`config.mk`:
```
export PLATFORM = sky130hd
export DESIGN_NAME = gnr_front
export DESIGN_NICKNAME = d
export VERILOG_FILES = /design/src/rtl/core/gnr_pkg.sv /design/src/rtl/core/gnr_front.sv
export VERILOG_INCLUDE_DIRS = /design/src /design/src/rtl/core
export SDC_FILE = /design/constraint.sdc
export NUM_CORES = 2
export LEC_CHECK = 0
export BUFFER_PORTS_ARGS = -buffer_cell sky130_fd_sc_hd__buf_2
export CAP_MARGIN = 40
export CORE_ASPECT_RATIO = 0.6
export CORE_MARGIN = 1
export CORE_UTILIZATION = 55
export CTS_BUF_LIST = sky130_fd_sc_hd__clkbuf_4
export CTS_CLUSTER_DIAMETER = 50
export DETAILED_ROUTE_END_ITERATION = 12
export GPL_ROUTABILITY_DRIVEN = 1
export PLACE_DENSITY = 0.74
export SYNTH_ARGS = -nofsm -noshare
export SYNTH_HDL_FRONTEND = slang
export SYNTH_SLANG_ARGS = --single-unit
export TNS_END_PERCENT = 10
```
`constraint.sdc`:
```
create_clock -name clk -period 2.9 [get_ports clk]
set_input_delay 0.435 -clock clk [delete_from_list [all_inputs] [get_ports clk]]
set_output_delay 0.435 -clock clk [all_outputs]
set_load 0.005 [all_outputs]
```
`src/rtl/core/gauge_needle_reading_defines.svh`:
```
// Assertion macros for the gauge needle reading block.
// Used by the front and back modules; no other dependencies.
`ifndef GAUGE_NEEDLE_READING_DEFINES_SVH
`define GAUGE_NEEDLE_READING_DEFINES_SVH
`ifndef SYNTHESIS
`define GNR_ASSERT(label, clk, rst_n, prop) \
    label: assert property (@(posedge clk) disable iff (!rst_n) prop) \
        else $error("assertion failed");
`else
`define GNR_ASSERT(label, clk, rst_n, prop)
`endif
`endif

```
`src/rtl/core/gnr_pkg.sv`:
```
// Shared types and constants for the gauge needle reading block.
// No dependencies.
package gnr_pkg;

    localparam int CoordBits = 12;
    localparam int FracBits = 8;
    localparam int AngleBits = 17;
    localparam int ValueBits = 24;
    localparam int CordicSteps = 24;
    localparam int AccBits = 34;
    localparam int CwBits = 40;

    localparam logic [2:0] REG_CENTER_X = 3'd0;
    localparam logic [2:0] REG_CENTER_Y = 3'd1;
    localparam logic [2:0] REG_RADIUS = 3'd2;
    localparam logic [2:0] REG_ANGLE_MIN = 3'd3;
    localparam logic [2:0] REG_ANGLE_MAX = 3'd4;
    localparam logic [2:0] REG_VALUE_MIN = 3'd5;
    localparam logic [2:0] REG_VALUE_MAX = 3'd6;

    // One frame end handed from the front to the back.
    typedef struct packed {
        logic               found;
        logic signed [12:0] dx;
        logic signed [12:0] dy;
    } frame_t;

    // Arctangent table, degrees in Q24.
    function automatic logic [AccBits-1:0] atan_q24(input logic [4:0] i);
        case (i)
            5'd0: atan_q24 = 34'd754974720;
            5'd1: atan_q24 = 34'd445687602;
            5'd2: atan_q24 = 34'd235489088;
            5'd3: atan_q24 = 34'd119537938;
            5'd4: atan_q24 = 34'd60000934;
            5'd5: atan_q24 = 34'd30029717;
            5'd6: atan_q24 = 34'd15018523;
            5'd7: atan_q24 = 34'd7509720;
            5'd8: atan_q24 = 34'd3754917;
            5'd9: atan_q24 = 34'd1877466;
            5'd10: atan_q24 = 34'd938734;
            5'd11: atan_q24 = 34'd469367;
            5'd12: atan_q24 = 34'd234684;
            5'd13: atan_q24 = 34'd117342;
            5'd14: atan_q24 = 34'd58671;
            5'd15: atan_q24 = 34'd29335;
            5'd16: atan_q24 = 34'd14668;
            5'd17: atan_q24 = 34'd7334;
            5'd18: atan_q24 = 34'd3667;
            5'd19: atan_q24 = 34'd1833;
            5'd20: atan_q24 = 34'd917;
            5'd21: atan_q24 = 34'd458;
            5'd22: atan_q24 = 34'd229;
            5'd23: atan_q24 = 34'd115;
            default: atan_q24 = '0;
        endcase
    endfunction

endpackage

```
`src/rtl/core/gnr_front.sv`:
```
// Front part: ring test on each segment and latching of the needle vector.
// Depends on gnr_pkg and the assertion macro header.
`include "gauge_needle_reading_defines.svh"
module gnr_front (
    input  logic                 clk,
    input  logic                 rst_n,
    input  logic                 in_valid,
    output logic                 in_stall,
    input  logic [11:0]          sx,
    input  logic [11:0]          sy,
    input  logic [11:0]          ex,
    input  logic [11:0]          ey,
    input  logic                 last,
    input  logic [11:0]          cx,
    input  logic [11:0]          cy,
    input  logic [11:0]          radius,
    output logic                 q_valid,
    input  logic                 q_take,
    output gnr_pkg::frame_t      q_data
);

    logic                 match_reg, match_next;
    logic signed [12:0]   ndx_reg, ndy_reg, ndx_next, ndy_next;
    logic                 q_valid_reg;
    gnr_pkg::frame_t      q_data_reg;

    logic signed [12:0] dsx, dsy, dex, dey;
    logic [11:0]        asx, asy, aex, aey;
    logic [23:0]        qsx, qsy, qex, qey;
    logic [25:0]        ds, de, nearer, farther;
    logic [23:0]        r2;
    logic               hit, accept;

    assign in_stall = q_valid_reg;
    assign accept = in_valid && !in_stall;

    // Distances from the center, squared.
    always_comb
    begin
        dsx = $signed({1'b0, sx}) - $signed({1'b0, cx});
        dsy = $signed({1'b0, sy}) - $signed({1'b0, cy});
        dex = $signed({1'b0, ex}) - $signed({1'b0, cx});
        dey = $signed({1'b0, ey}) - $signed({1'b0, cy});
        asx = dsx[12] ? 12'(-dsx) : dsx[11:0];
        asy = dsy[12] ? 12'(-dsy) : dsy[11:0];
        aex = dex[12] ? 12'(-dex) : dex[11:0];
        aey = dey[12] ? 12'(-dey) : dey[11:0];
        qsx = {12'd0, asx} * {12'd0, asx};
        qsy = {12'd0, asy} * {12'd0, asy};
        qex = {12'd0, aex} * {12'd0, aex};
        qey = {12'd0, aey} * {12'd0, aey};
        ds = {2'd0, qsx} + {2'd0, qsy};
        de = {2'd0, qex} + {2'd0, qey};
        nearer = (ds < de) ? ds : de;
        farther = (ds < de) ? de : ds;
        r2 = {12'd0, radius} * {12'd0, radius};
        hit = ({nearer, 4'd0} < {6'd0, r2})
            && (35'(nearer) * 35'd400 > 35'(r2) * 35'd9)
            && (farther < {2'd0, r2})
            && ({farther, 2'd0} > {4'd0, r2});
    end

    // Latch the first matching segment of the frame.
    always_comb
    begin
        match_next = match_reg;
        ndx_next = ndx_reg;
        ndy_next = ndy_reg;
        if (accept)
        begin
            if (last)
            begin
                match_next = 1'b0;
                ndx_next = '0;
                ndy_next = '0;
            end
            else if (!match_reg && hit)
            begin
                match_next = 1'b1;
                ndx_next = (ds > de) ? dsx : dex;
                ndy_next = (ds > de) ? -dsy : -dey;
            end
        end
    end

    // Frame-end queue entry.
    always_ff @(posedge clk or negedge rst_n)
    begin
        if (!rst_n)
        begin
            match_reg <= 1'b0;
            ndx_reg <= '0;
            ndy_reg <= '0;
            q_valid_reg <= 1'b0;
        end
        else
        begin
            match_reg <= match_next;
            ndx_reg <= ndx_next;
            ndy_reg <= ndy_next;
            if (accept && last)
                q_valid_reg <= 1'b1;
            else if (q_take)
                q_valid_reg <= 1'b0;
        end
    end

    always_ff @(posedge clk)
    begin
        if (accept && last)
        begin
            if (!match_reg && hit)
            begin
                q_data_reg.found <= 1'b1;
                q_data_reg.dx <= (ds > de) ? dsx : dex;
                q_data_reg.dy <= (ds > de) ? -dsy : -dey;
            end
            else
            begin
                q_data_reg.found <= match_reg;
                q_data_reg.dx <= ndx_reg;
                q_data_reg.dy <= ndy_reg;
            end
        end
    end

    assign q_valid = q_valid_reg;
    assign q_data = q_data_reg;

    `GNR_ASSERT(a_frame_clears, clk, rst_n, (accept && last) |=> !match_reg)
    `GNR_ASSERT(a_full_stalls, clk, rst_n, q_valid_reg |-> in_stall)
    `GNR_ASSERT(a_nomatch_zero, clk, rst_n, !match_reg |-> (ndx_reg == 13'sd0))

endmodule

```
==> metrics.txt <==
Avg WL per Cell=17.7 µm; RSZ-0062 raised after global routing=true; Chip Width=315 µm; Pre-antenna DRT Iters=6; number of global-route vias before repair=29500; CTS tree=done; Finished Layout Cells=5560; most frequent cells in the layout=990 x buf_4, 826 x inv_1, 532 x ha_1; area of the multi-input gates=28500 µm²; Slew Limit Fails=0; htree depth=2; Mapped Nets=4875; DR DRC count=0; warnings from Yosys=0; post-synthesis cell area=32300 µm²; WL final=98100 µm; Largest register FFs=27; Num Clock Sinks=55; CTS Buf Count=5; Reg2Reg Depth=9; clk buf depth=2; relative slew slack=0.442; Tmin final=16.24 ns; Initial DRC Count=2694; reg-to-reg startpoint=match_reg$_DFFE_PN0P_; hold_buf cts=0; Global Route Usage Sum=0.323; DR vias=29900; initial antenna violation count=2; Critical Path RT=3.05 ns; fmax=0.0616 GHz; reg-to-reg critical path endpoint=q_data[10]$_DFFE_PP_; Avg Synthesized Cell Area=8.65 µm²; fraction of registers with async set/reset=0.509; slowest stage delay, CP=0.58 ns; R2R setup slack=0.32 ns; Post-synth EDFFs=27; Netlist cell types=78; Via density=5.37; Final HPWL DP=85500 µm; register area share after synthesis=0.0469; row cnt=68; Final nets=5932; core area=57700 µm²; CTS root buf=clkbuf_4; GPL Wtd Cong=0.983; final period utilization=5.60; status=complete, but fails checks; most used flip-flop cell after synthesis=dfrtp_1; first-pass GRT wire length=153000 µm; largest net degree at the start of global routing=29; Worst Path Max Fanout=10; share of layout cells above drive strength 1=0.307; Worst Setup End Kind=flip-flop; Hold Path Class=in2async; clk slew on worst S/H paths=0.16 ns; Area Growth Syn to Fin=32.1%; FILL cells=4042; IO Port Bufs=117; Crit Path Category=in2reg; critical path launch point type=primary input; # setup viols final=54; Hold Fails Final Rpt=0; Slowest cell on crit path=fa_1; Worst-Margin Slew=0.831 ns; Arr. time, crit path=16.39 ns; overall die height=190 µm; most common cell after layout, fill and taps aside=buf_4; failing checks=negative setup slack; IO Pins=118; Worst-Skew Late Latency=0.39 ns; Die ar.=59700 µm²; Cells after Synth=3730; post-route ant nets=0; Initial Util=0.559; Max Cap Violations=0; GRT Residual Overflow=0; register area=1510 µm²; worst clock skew=0.0152 ns; FF+latch count, synth=55; placed cell count=5505; final worst slack=-13.34 ns; pre-CTS setup slack=-14.10 ns
## Yosys cell counts, drive strengths merged, types with 13 or more instances
library cell / number / share of area
nor3: 40 / 0.0062
and3: 14 / 0.0027
inv: 842 / 0.098
clkbuf: 62 / 0.0072
nand2: 172 / 0.020
xnor2: 133 / 0.036
and2: 59 / 0.011
buf: 17 / 0.0031
o211ai: 15 / 0.0035
nand2b: 53 / 0.010
a211oi: 16 / 0.0037
edfxtp: 27 / 0.025
nand4: 23 / 0.0045
or3: 13 / 0.0025
dfrtp: 28 / 0.022
or2: 52 / 0.010
mux2: 36 / 0.013
a21o: 84 / 0.020
nor2b: 30 / 0.0058
nor2: 336 / 0.039
mux2i: 13 / 0.0040
nand3: 35 / 0.0054
ha: 554 / 0.21
o21bai: 24 / 0.0056
o21ai: 130 / 0.020
o21a: 34 / 0.0079
a21oi: 144 / 0.022
fa: 502 / 0.31
a22o: 26 / 0.0071
xor2: 74 / 0.020
## logic make-up (layout without fill, tap and decap cells)
kind of cell / count (synthesis) / count (layout) / share of synthesized area
flip-flops: 55 / 55 / 0.0469
other: 0 / 2 / 0
AND/OR/NAND/NOR: 866 / 867 / 0.128
multiplexers: 49 / 49 / 0.0167
buffers and inverters: 925 / 1981 / 0.109
XOR/XNOR: 207 / 207 / 0.0562
adder cells (fa/ha/maj): 1061 / 1061 / 0.528
AO/OA/AOI/OAI: 567 / 568 / 0.115
## per-layer routing
metal  global-route usage  vias to the layer above  share of wire
li1                     -                    14100              -
met3               0.0778                      125           0.11
met4               0.0265                        2          0.013
met2                0.461                     1217           0.41
met1                0.507                    14400           0.46
met5               0.0130                        -         0.0011
## stage by stage
| stage | setup TNS (ns) | hold slack (ns) | utilization | cell area (µm²) |
|---|---|---|---|---|
| finish | -717.24 | 0.0692 | 0.739 | 42600 |
| CTS | -705.37 | 0.0650 | 0.728 | 42000 |
| global route | -747.49 | 0.0873 | 0.739 | 42600 |
| floorplan | -669.29 | 0.139 | - | 33100 |
| detailed placement | -757.92 | 0.482 | 0.719 | 41500 |
| global placement | -742.78 | 0.485 | 0.719 | 41500 |
## worst max path at each step
stage,startpoint,to
after floorplan,sx[0],q_data[11]$_DFFE_PP_
after global placement,cy[1],q_data[11]$_DFFE_PP_
after detailed placement,cy[1],q_data[2]$_DFFE_PP_
after CTS,cy[1],q_data[17]$_DFFE_PP_
after global routing,cy[1],q_data[8]$_DFFE_PP_
final,sy[0],q_data[10]$_DFFE_PP_
## critical path: cells and delay by family
family,cells,cell delay (ns)
and+or+nand+nor,25,4.53
AOI/OAI and AO/OA,13,2.76
buffers and inverters,18,2.07
xor gates and xnor gates,1,0.17
muxes,1,0.28
adders and majority gates,16,6.12
## area by class of cell
class                   count  area share
clock buffers               6     0.00106
multi-input cells        2752       0.669
repair buffers           1127       0.195
well taps                 770      0.0226
clock inverters             2     0.00141
inverters                 846      0.0749
flip-flops and latches     55      0.0355
diodes                      2    0.000117
## what timing repair did
action,4_1_cts,5_1_grt
endpoints found under the setup margin,54,54
gates cloned,2,2
pin swaps,58,44
gates resized for setup,65,97
setup buffers,18,23
Power is left out: the tool's default activity adds up to more than one toggle a clock period on the data nets, which glitch-free logic cannot reach.
