<file path="src/rtl/core/gauge_needle_reading_defines.svh">
// Assertion macros for the gauge needle reading block.
// Used by the front and back modules; no other dependencies.
`ifndef GAUGE_NEEDLE_READING_DEFINES_SVH
`define GAUGE_NEEDLE_READING_DEFINES_SVH
`ifndef SYNTHESIS
`define GNR_ASSERT(label, clk, rst_n, prop) \
    label: assert property (@(posedge clk) disable iff (!rst_n) prop) \
        else $error("assertion failed");
`else
`define GNR_ASSERT(label, clk, rst_n, prop)
`endif
`endif

</file>
<file path="src/rtl/core/gnr_pkg.sv">
// Shared types and constants for the gauge needle reading block.
// No dependencies.
package gnr_pkg;

    localparam int CoordBits = 12;
    localparam int FracBits = 8;
    localparam int AngleBits = 17;
    localparam int ValueBits = 24;
    localparam int CordicSteps = 24;
    localparam int AccBits = 34;
    localparam int CwBits = 40;

    localparam logic [2:0] REG_CENTER_X = 3'd0;
    localparam logic [2:0] REG_CENTER_Y = 3'd1;
    localparam logic [2:0] REG_RADIUS = 3'd2;
    localparam logic [2:0] REG_ANGLE_MIN = 3'd3;
    localparam logic [2:0] REG_ANGLE_MAX = 3'd4;
    localparam logic [2:0] REG_VALUE_MIN = 3'd5;
    localparam logic [2:0] REG_VALUE_MAX = 3'd6;

    // One frame end handed from the front to the back.
    typedef struct packed {
        logic               found;
        logic signed [12:0] dx;
        logic signed [12:0] dy;
    } frame_t;

    // Arctangent table, degrees in Q24.
    function automatic logic [AccBits-1:0] atan_q24(input logic [4:0] i);
        case (i)
            5'd0: atan_q24 = 34'd754974720;
            5'd1: atan_q24 = 34'd445687602;
            5'd2: atan_q24 = 34'd235489088;
            5'd3: atan_q24 = 34'd119537938;
            5'd4: atan_q24 = 34'd60000934;
            5'd5: atan_q24 = 34'd30029717;
            5'd6: atan_q24 = 34'd15018523;
            5'd7: atan_q24 = 34'd7509720;
            5'd8: atan_q24 = 34'd3754917;
            5'd9: atan_q24 = 34'd1877466;
            5'd10: atan_q24 = 34'd938734;
            5'd11: atan_q24 = 34'd469367;
            5'd12: atan_q24 = 34'd234684;
            5'd13: atan_q24 = 34'd117342;
            5'd14: atan_q24 = 34'd58671;
            5'd15: atan_q24 = 34'd29335;
            5'd16: atan_q24 = 34'd14668;
            5'd17: atan_q24 = 34'd7334;
            5'd18: atan_q24 = 34'd3667;
            5'd19: atan_q24 = 34'd1833;
            5'd20: atan_q24 = 34'd917;
            5'd21: atan_q24 = 34'd458;
            5'd22: atan_q24 = 34'd229;
            5'd23: atan_q24 = 34'd115;
            default: atan_q24 = '0;
        endcase
    endfunction

endpackage

</file>
<file path="src/rtl/core/gnr_back.sv">
// Back part: CORDIC arctangent, quadrant mapping and reading scale.
// Depends on gnr_pkg and the assertion macro header.
`include "gauge_needle_reading_defines.svh"
module gnr_back (
    input  logic                 clk,
    input  logic                 rst_n,
    input  logic                 q_valid,
    output logic                 q_take,
    input  gnr_pkg::frame_t      q_data,
    input  logic [16:0]          angle_min,
    input  logic [16:0]          angle_max,
    input  logic signed [23:0]   value_min,
    input  logic signed [23:0]   value_max,
    output logic                 out_valid,
    input  logic                 out_stall,
    output logic                 needle_found,
    output logic                 range_error,
    output logic [16:0]          needle_angle,
    output logic signed [23:0]   reading
);

    typedef enum logic [6:0] {
        ST_IDLE = 7'b0000001,
        ST_CORD = 7'b0000010,
        ST_ANG  = 7'b0000100,
        ST_MUL  = 7'b0001000,
        ST_DIV  = 7'b0010000,
        ST_FIN  = 7'b0100000,
        ST_OUT  = 7'b1000000
    } state_t;

    state_t state_reg, state_next;
    logic [5:0] cnt_reg;
    logic signed [39:0] x_reg, y_reg;
    logic signed [35:0] acc_reg;
    logic found_reg, dxneg_reg, same_reg, axis_reg;
    logic [16:0] angle_reg;
    logic signed [43:0] p_reg;
    logic [43:0] num_reg;
    logic [43:0] rem_reg;
    logic [44:0] quo_reg;
    logic [17:0] den_reg;
    logic neg_reg, rerr_reg;
    logic signed [23:0] reading_reg;

    logic signed [12:0] adx, ady;
    logic signed [39:0] xs, ys;
    logic [35:0] rnd;
    logic [16:0] a;
    logic signed [17:0] span;
    logic signed [24:0] vspan;
    logic [44:0] two_num;
    logic [45:0] trial;
    logic signed [46:0] rd;

    assign q_take = q_valid && (state_reg == ST_IDLE);
    assign span = $signed({1'b0, angle_max}) - $signed({1'b0, angle_min});
    assign vspan = 25'(value_max) - 25'(value_min);
    assign xs = x_reg >>> cnt_reg[4:0];
    assign ys = y_reg >>> cnt_reg[4:0];
    assign adx = q_data.dx[12] ? -q_data.dx : q_data.dx;
    assign ady = q_data.dy[12] ? -q_data.dy : q_data.dy;
    assign rnd = (acc_reg[35] ? 36'd0 : unsigned'(acc_reg)) + 36'd32768;
    assign a = rnd[32:16];
    assign two_num = {num_reg, 1'b0} + 45'(den_reg);
    assign trial = {1'b0, rem_reg, quo_reg[44]} - {27'd0, den_reg, 1'b0};
    assign rd = (neg_reg ? -47'(quo_reg) : 47'(quo_reg)) + 47'(value_min);

    // Sequencer: CORDIC steps, angle mapping, one multiply, then one quotient bit per cycle.
    always_ff @(posedge clk or negedge rst_n)
    begin
        if (!rst_n)
            state_reg <= ST_IDLE;
        else
            state_reg <= state_next;
    end

    // The divider spends two setup steps, then produces 45 quotient bits.
    always_comb
    begin
        state_next = state_reg;
        case (state_reg)
            ST_IDLE: if (q_valid) state_next = ST_CORD;
            ST_CORD: if (axis_reg || cnt_reg == 6'(gnr_pkg::CordicSteps - 1))
                state_next = ST_ANG;
            ST_ANG:  state_next = ST_MUL;
            ST_MUL:  state_next = ST_DIV;
            ST_DIV:  if (cnt_reg == 6'd46) state_next = ST_FIN;
            ST_FIN:  state_next = ST_OUT;
            ST_OUT:  if (!out_stall) state_next = ST_IDLE;
            default: state_next = ST_IDLE;
        endcase
    end

    always_ff @(posedge clk)
    begin
        case (state_reg)
            ST_IDLE:
            begin
                cnt_reg <= '0;
                found_reg <= q_data.found;
                dxneg_reg <= q_data.dx[12];
                same_reg <= (q_data.dx[12] == q_data.dy[12]);
                axis_reg <= (q_data.dx == 13'sd0) || (q_data.dy == 13'sd0);
                x_reg <= 40'(adx) <<< 24;
                y_reg <= 40'(ady) <<< 24;
                acc_reg <= '0;
            end
            ST_CORD:
            begin
                cnt_reg <= cnt_reg + 6'd1;
                if (!y_reg[39])
                begin
                    x_reg <= x_reg + ys;
                    y_reg <= y_reg - xs;
                    acc_reg <= acc_reg + 36'(gnr_pkg::atan_q24(cnt_reg[4:0]));
                end
                else
                begin
                    x_reg <= x_reg - ys;
                    y_reg <= y_reg + xs;
                    acc_reg <= acc_reg - 36'(gnr_pkg::atan_q24(cnt_reg[4:0]));
                end
            end
            ST_ANG:
            begin
                if (axis_reg || !found_reg)
                    angle_reg <= '0;
                else if (same_reg)
                    angle_reg <= (dxneg_reg ? 17'd23040 : 17'd69120) - a;
                else
                    angle_reg <= (dxneg_reg ? 17'd23040 : 17'd69120) + a;
            end
            ST_MUL:
            begin
                p_reg <= 44'($signed({1'b0, angle_reg}) - $signed({1'b0, angle_min}))
                    * 44'(vspan);
                rerr_reg <= found_reg && (span == 18'sd0);
                cnt_reg <= '0;
            end
            // Restoring division of (2num+den) by 2den, one bit a cycle.
            ST_DIV:
            begin
                cnt_reg <= cnt_reg + 6'd1;
                if (cnt_reg == 6'd0)
                begin
                    num_reg <= p_reg[43] ? 44'(-p_reg) : 44'(p_reg);
                    den_reg <= span[17] ? 18'(-span) : 18'(span);
                    neg_reg <= p_reg[43] != span[17];
                end
                else if (cnt_reg == 6'd1)
                begin
                    rem_reg <= '0;
                    quo_reg <= two_num;
                end
                else
                begin
                    if (!trial[45])
                        rem_reg <= trial[43:0];
                    else
                        rem_reg <= {rem_reg[42:0], quo_reg[44]};
                    quo_reg <= {quo_reg[43:0], !trial[45]};
                end
            end
            ST_FIN:
            begin
                if (!found_reg || rerr_reg)
                    reading_reg <= '0;
                else if (rd < -47'sd8388608)
                    reading_reg <= 24'h800000;
                else if (rd > 47'sd8388607)
                    reading_reg <= 24'h7fffff;
                else
                    reading_reg <= rd[23:0];
            end
            default:
            begin
            end
        endcase
    end

    assign out_valid = (state_reg == ST_OUT);
    assign needle_found = found_reg;
    assign range_error = rerr_reg;
    assign needle_angle = angle_reg;
    assign reading = reading_reg;

    `GNR_ASSERT(a_take_idle, clk, rst_n, q_take |-> (state_reg == ST_IDLE))
    `GNR_ASSERT(a_out_hold, clk, rst_n, (out_valid && out_stall) |=> out_valid)
    `GNR_ASSERT(a_onehot, clk, rst_n, $onehot(state_reg))

endmodule

</file>
<file path="config.mk">
export PLATFORM = sky130hd
export DESIGN_NAME = gnr_back
export DESIGN_NICKNAME = d
export VERILOG_FILES = /design/src/rtl/core/gnr_pkg.sv /design/src/rtl/core/gnr_back.sv
export VERILOG_INCLUDE_DIRS = /design/src /design/src/rtl/core
export SDC_FILE = /design/constraint.sdc
export NUM_CORES = 2
export LEC_CHECK = 0
export BUFFER_PORTS_ARGS = -buffer_cell sky130_fd_sc_hd__buf_2
export CAP_MARGIN = 20
export CORE_MARGIN = 8
export CORE_UTILIZATION = 50
export CTS_CLUSTER_SIZE = 40
export DETAILED_ROUTE_END_ITERATION = 10
export PLACE_DENSITY = 0.76
export SYNTH_ARGS = -nofsm -noshare
export SYNTH_HDL_FRONTEND = slang
export SYNTH_SLANG_ARGS = --single-unit
</file>
<file path="constraint.sdc">
create_clock -name clk -period 12.8 [get_ports clk]
set_input_delay 2.56 -clock clk [delete_from_list [all_inputs] [get_ports clk]]
set_output_delay 2.56 -clock clk [all_outputs]
set_load 0.01 [all_outputs]
</file>
==> metrics.md <==
| Metric | Value |
|---|---|
| Outcome | completed |
| Final Util | a little over half |
| DRC | 0 |
| Final setup margin | ~0.79 ns |
| Gr ovfl total | 0 |
| Number of port buffers | approximately 160 |
| Post-synthesis register bit count | 400 |
| DRT iter0 DRCs | approximately 4,700 |
| # rows | 120 |
| DR top layer | met5 |
| Per-cell routed wire length | 21.2 um |
| Core ar. | 107,000 um^2 |
| Total number of yosys warnings | 0 |
| Final setup skew | 0.0274 ns |
| CP Capture Type | flip-flop |
| Cts bufs inserted | 47 |
| Slew HR | 27.7% |
| Avg Inst Size Synth | slightly below 9 um^2 |
| # IOs | 158 |
| CTS tree | yes |
| Routed WL | 161,000 um |
| Total GRT Usage | 26.0% |
| Post-route met1 wirelength | roughly 68,000 um |
| Largest net degree at the start of global routing | between 80 and 90 |
| Clock Sinks | 400 |
| Clk buf depth | 3 |
| CP Max Fanout | 11 |
| Share of cells above drive strength 1 | under 10% |
| DRT antenna net count | 0 |
| Final Cycle Share | between 90% and 100% |
| Place WS | -0.141 ns |
| Final RePlAce weighted congestion | just over 1 |
| Slew Viols, Final | 0 |
| Syn Std Cell Area | 54,200 um^2 |
| Crit Path Class | primary input to flip-flop |
| Synth-to-Final Area Change | 7.71% |
| Arr. time, crit path | around 12 ns |
| Minimum clock period | about 12 ns |
| Gate count of the mapped netlist | slightly above 6,000 |
| Slowest CP cell | fa_1 |
| Root buffer cell | clkbuf_16 |
| Most frequent cells in the layout | inv_1 (715), nand2_1 (618), nor2_1 (534), fa_1 (451), a21oi_1 (390) |
| Clock Latency Late Sink | 0.59 ns |
| Cell mode on critical path | fa_1 |
| CP Launch Point | value_min[0] |
| Sequential share of the synthesized area | between 20% and 30% |
| Initial core utilization | 50.5% |
| Crit-path max cell delay | 0.55 ns |
| Met3 routed WL | around 17,000 um |
| Max reg flops | 45 |
| Hold Path Class | flip-flop to flip-flop |
| Final Hold Fails | 0 |
| Ys flop type | edfxtp_1 |
| Max Fclk | 83.3 MHz |
| Worst hold slack | just over 0.5 ns |
| Yosys cell types | 95 |
| Die Span X | 345 um |
| Setup crit start kind | primary input |
| Met2 wire len | ~70,000 um |
| Commonest non-fill, non-tap cell in the layout | inv_1 |
| Asr flop ratio synth | under 10% |
| Fin nets | ~7,100 |
| First-pass GRT wire length | 251,000 um |
| Reg clk slew, reported paths | roughly 0.070 ns |
| H-Tree Depth | 2 |
| Die Y | 345 um |
| Hold path startpoint | p_reg[0] |
| Worst EP required | about 13 ns |
| Final HPWL from detailed placement | around 130,000 um |
| Max-cap violations | 0 |
| Via Count | ~46,000 |
| Number of setup violations in the final report | 0 |
| Antenna violations before repair | 6 |
| Mapped Nets | 7,010 |
| RSZ-0062 raised after global routing | false |
| Post-synth EDFFs | 363 |
| Vias in the first global route | 44,700 |
| First drt pass iteration count | 6 |
| Die area | roughly 120,000 um^2 |
| # hold bufs at CTS | 0 |
| Slew @ Worst Pin | roughly 1.1 ns |
| R2r startpoint | needle_angle[0] |
| Vias/cell | 6.03 |
cells in the mapped netlist, types with 34 or more instances:
| cell type | n | area, um^2 |
|---|---|---|
| nor2_1 | 537 | 2020 |
| o21ai_0 | 314 | 1570 |
| o21a_1 | 45 | 338 |
| nor2b_1 | 80 | 500 |
| a21oi_1 | 393 | 1970 |
| xnor2_1 | 371 | 3250 |
| nand3_1 | 103 | 515 |
| and2_1 | 48 | 300 |
| o21bai_1 | 51 | 383 |
| nand2b_1 | 105 | 657 |
| ha_1 | 383 | 4790 |
| a21o_1 | 111 | 833 |
| fa_1 | 451 | 9030 |
| a31oi_1 | 49 | 307 |
| mux4_2 | 117 | 2640 |
| clkbuf_1 | 154 | 578 |
| inv_1 | 718 | 2700 |
| xor2_1 | 177 | 1550 |
| nand2_1 | 620 | 2330 |
| edfxtp_1 | 363 | 10900 |
| or3_1 | 49 | 307 |
| mux2i_1 | 57 | 571 |
| nor3_1 | 122 | 611 |
| and3_1 | 55 | 344 |
| a211oi_1 | 34 | 255 |
| o31ai_1 | 50 | 375 |
critical path, delay by kind of cell:
family          cells  cell delay [ns]
simple gates        2             0.17
xor+xnor            2             0.43
compound gates     18             4.02
buf+inv             9             0.95
fa+ha+maj           9             4.17
path summary, 6_finish.rpt:
kind | cells past startpoint | end | slack (ns)
hold / removal | 0 | num_reg[0] | 0.52
hold reg to reg | 0 | num_reg[0] | 0.52
setup reg to reg | 39 | p_reg[42] | 2.49
max in group asynchronous | 1 | state_reg[0] | 10.77
setup / recovery | 40 | p_reg[42] | 0.79
min in group asynchronous | 1 | state_reg[4] | 1.79
through the flow:
| stage | setup TNS (ns) | cells | instance area (um^2) |
|---|---|---|---|
| finish | 0 | 7613 | 58300 |
| global placement | 0 | 7517 | 56700 |
| detailed placement | -0.464 | 7518 | 56700 |
| floorplan | 0 | 6063 | 54200 |
| CTS | 0 | 7606 | 58200 |
| global route | 0 | 7610 | 58300 |
layout make-up:
| cell class | instances | area, um^2 |
|---|---|---|
| Tap cell | 1403 | 1760 |
| Inverter | 719 | 2700 |
| Timing Repair Buffer | 263 | 1630 |
| Clock inverter | 28 | 201 |
| Antenna cell | 3 | 7.51 |
| Multi-Input combinational cell | 4737 | 39000 |
| Clock buffer | 60 | 1330 |
| Fill cell | 9683 | 48900 |
| Sequential cell | 400 | 11700 |
timing repair:
action	4_1_cts	5_1_grt
buffers inserted	0	0
gates resized for setup	0	5
endpoints found under the setup margin	0	7
cell families after synthesis:
| logic type | count (synthesis) | share of synthesized area, % |
|---|---|---|
| adders and majority gates | 834 | 25.5 |
| other | 1 | 0.00692 |
| buffers and inverters | 926 | 6.61 |
| xor gates and xnor gates | 548 | 8.86 |
| muxes | 202 | 6.64 |
| and+or+nand+nor | 1902 | 16.5 |
| AOI/OAI and AO/OA | 1250 | 14.3 |
| DFF | 400 | 21.6 |
routing by layer:
metal / global-route usage, % / vias up
met3: 5.62 / 300
met5: 0 / -
met1: 36.1 / 22300
li1: - / 21200
met2: 40.1 / 2121
met4: 9.30 / 4
Power is not shown: default switching activity piles up to over one toggle a cycle in this logic, so the estimate is an artifact.
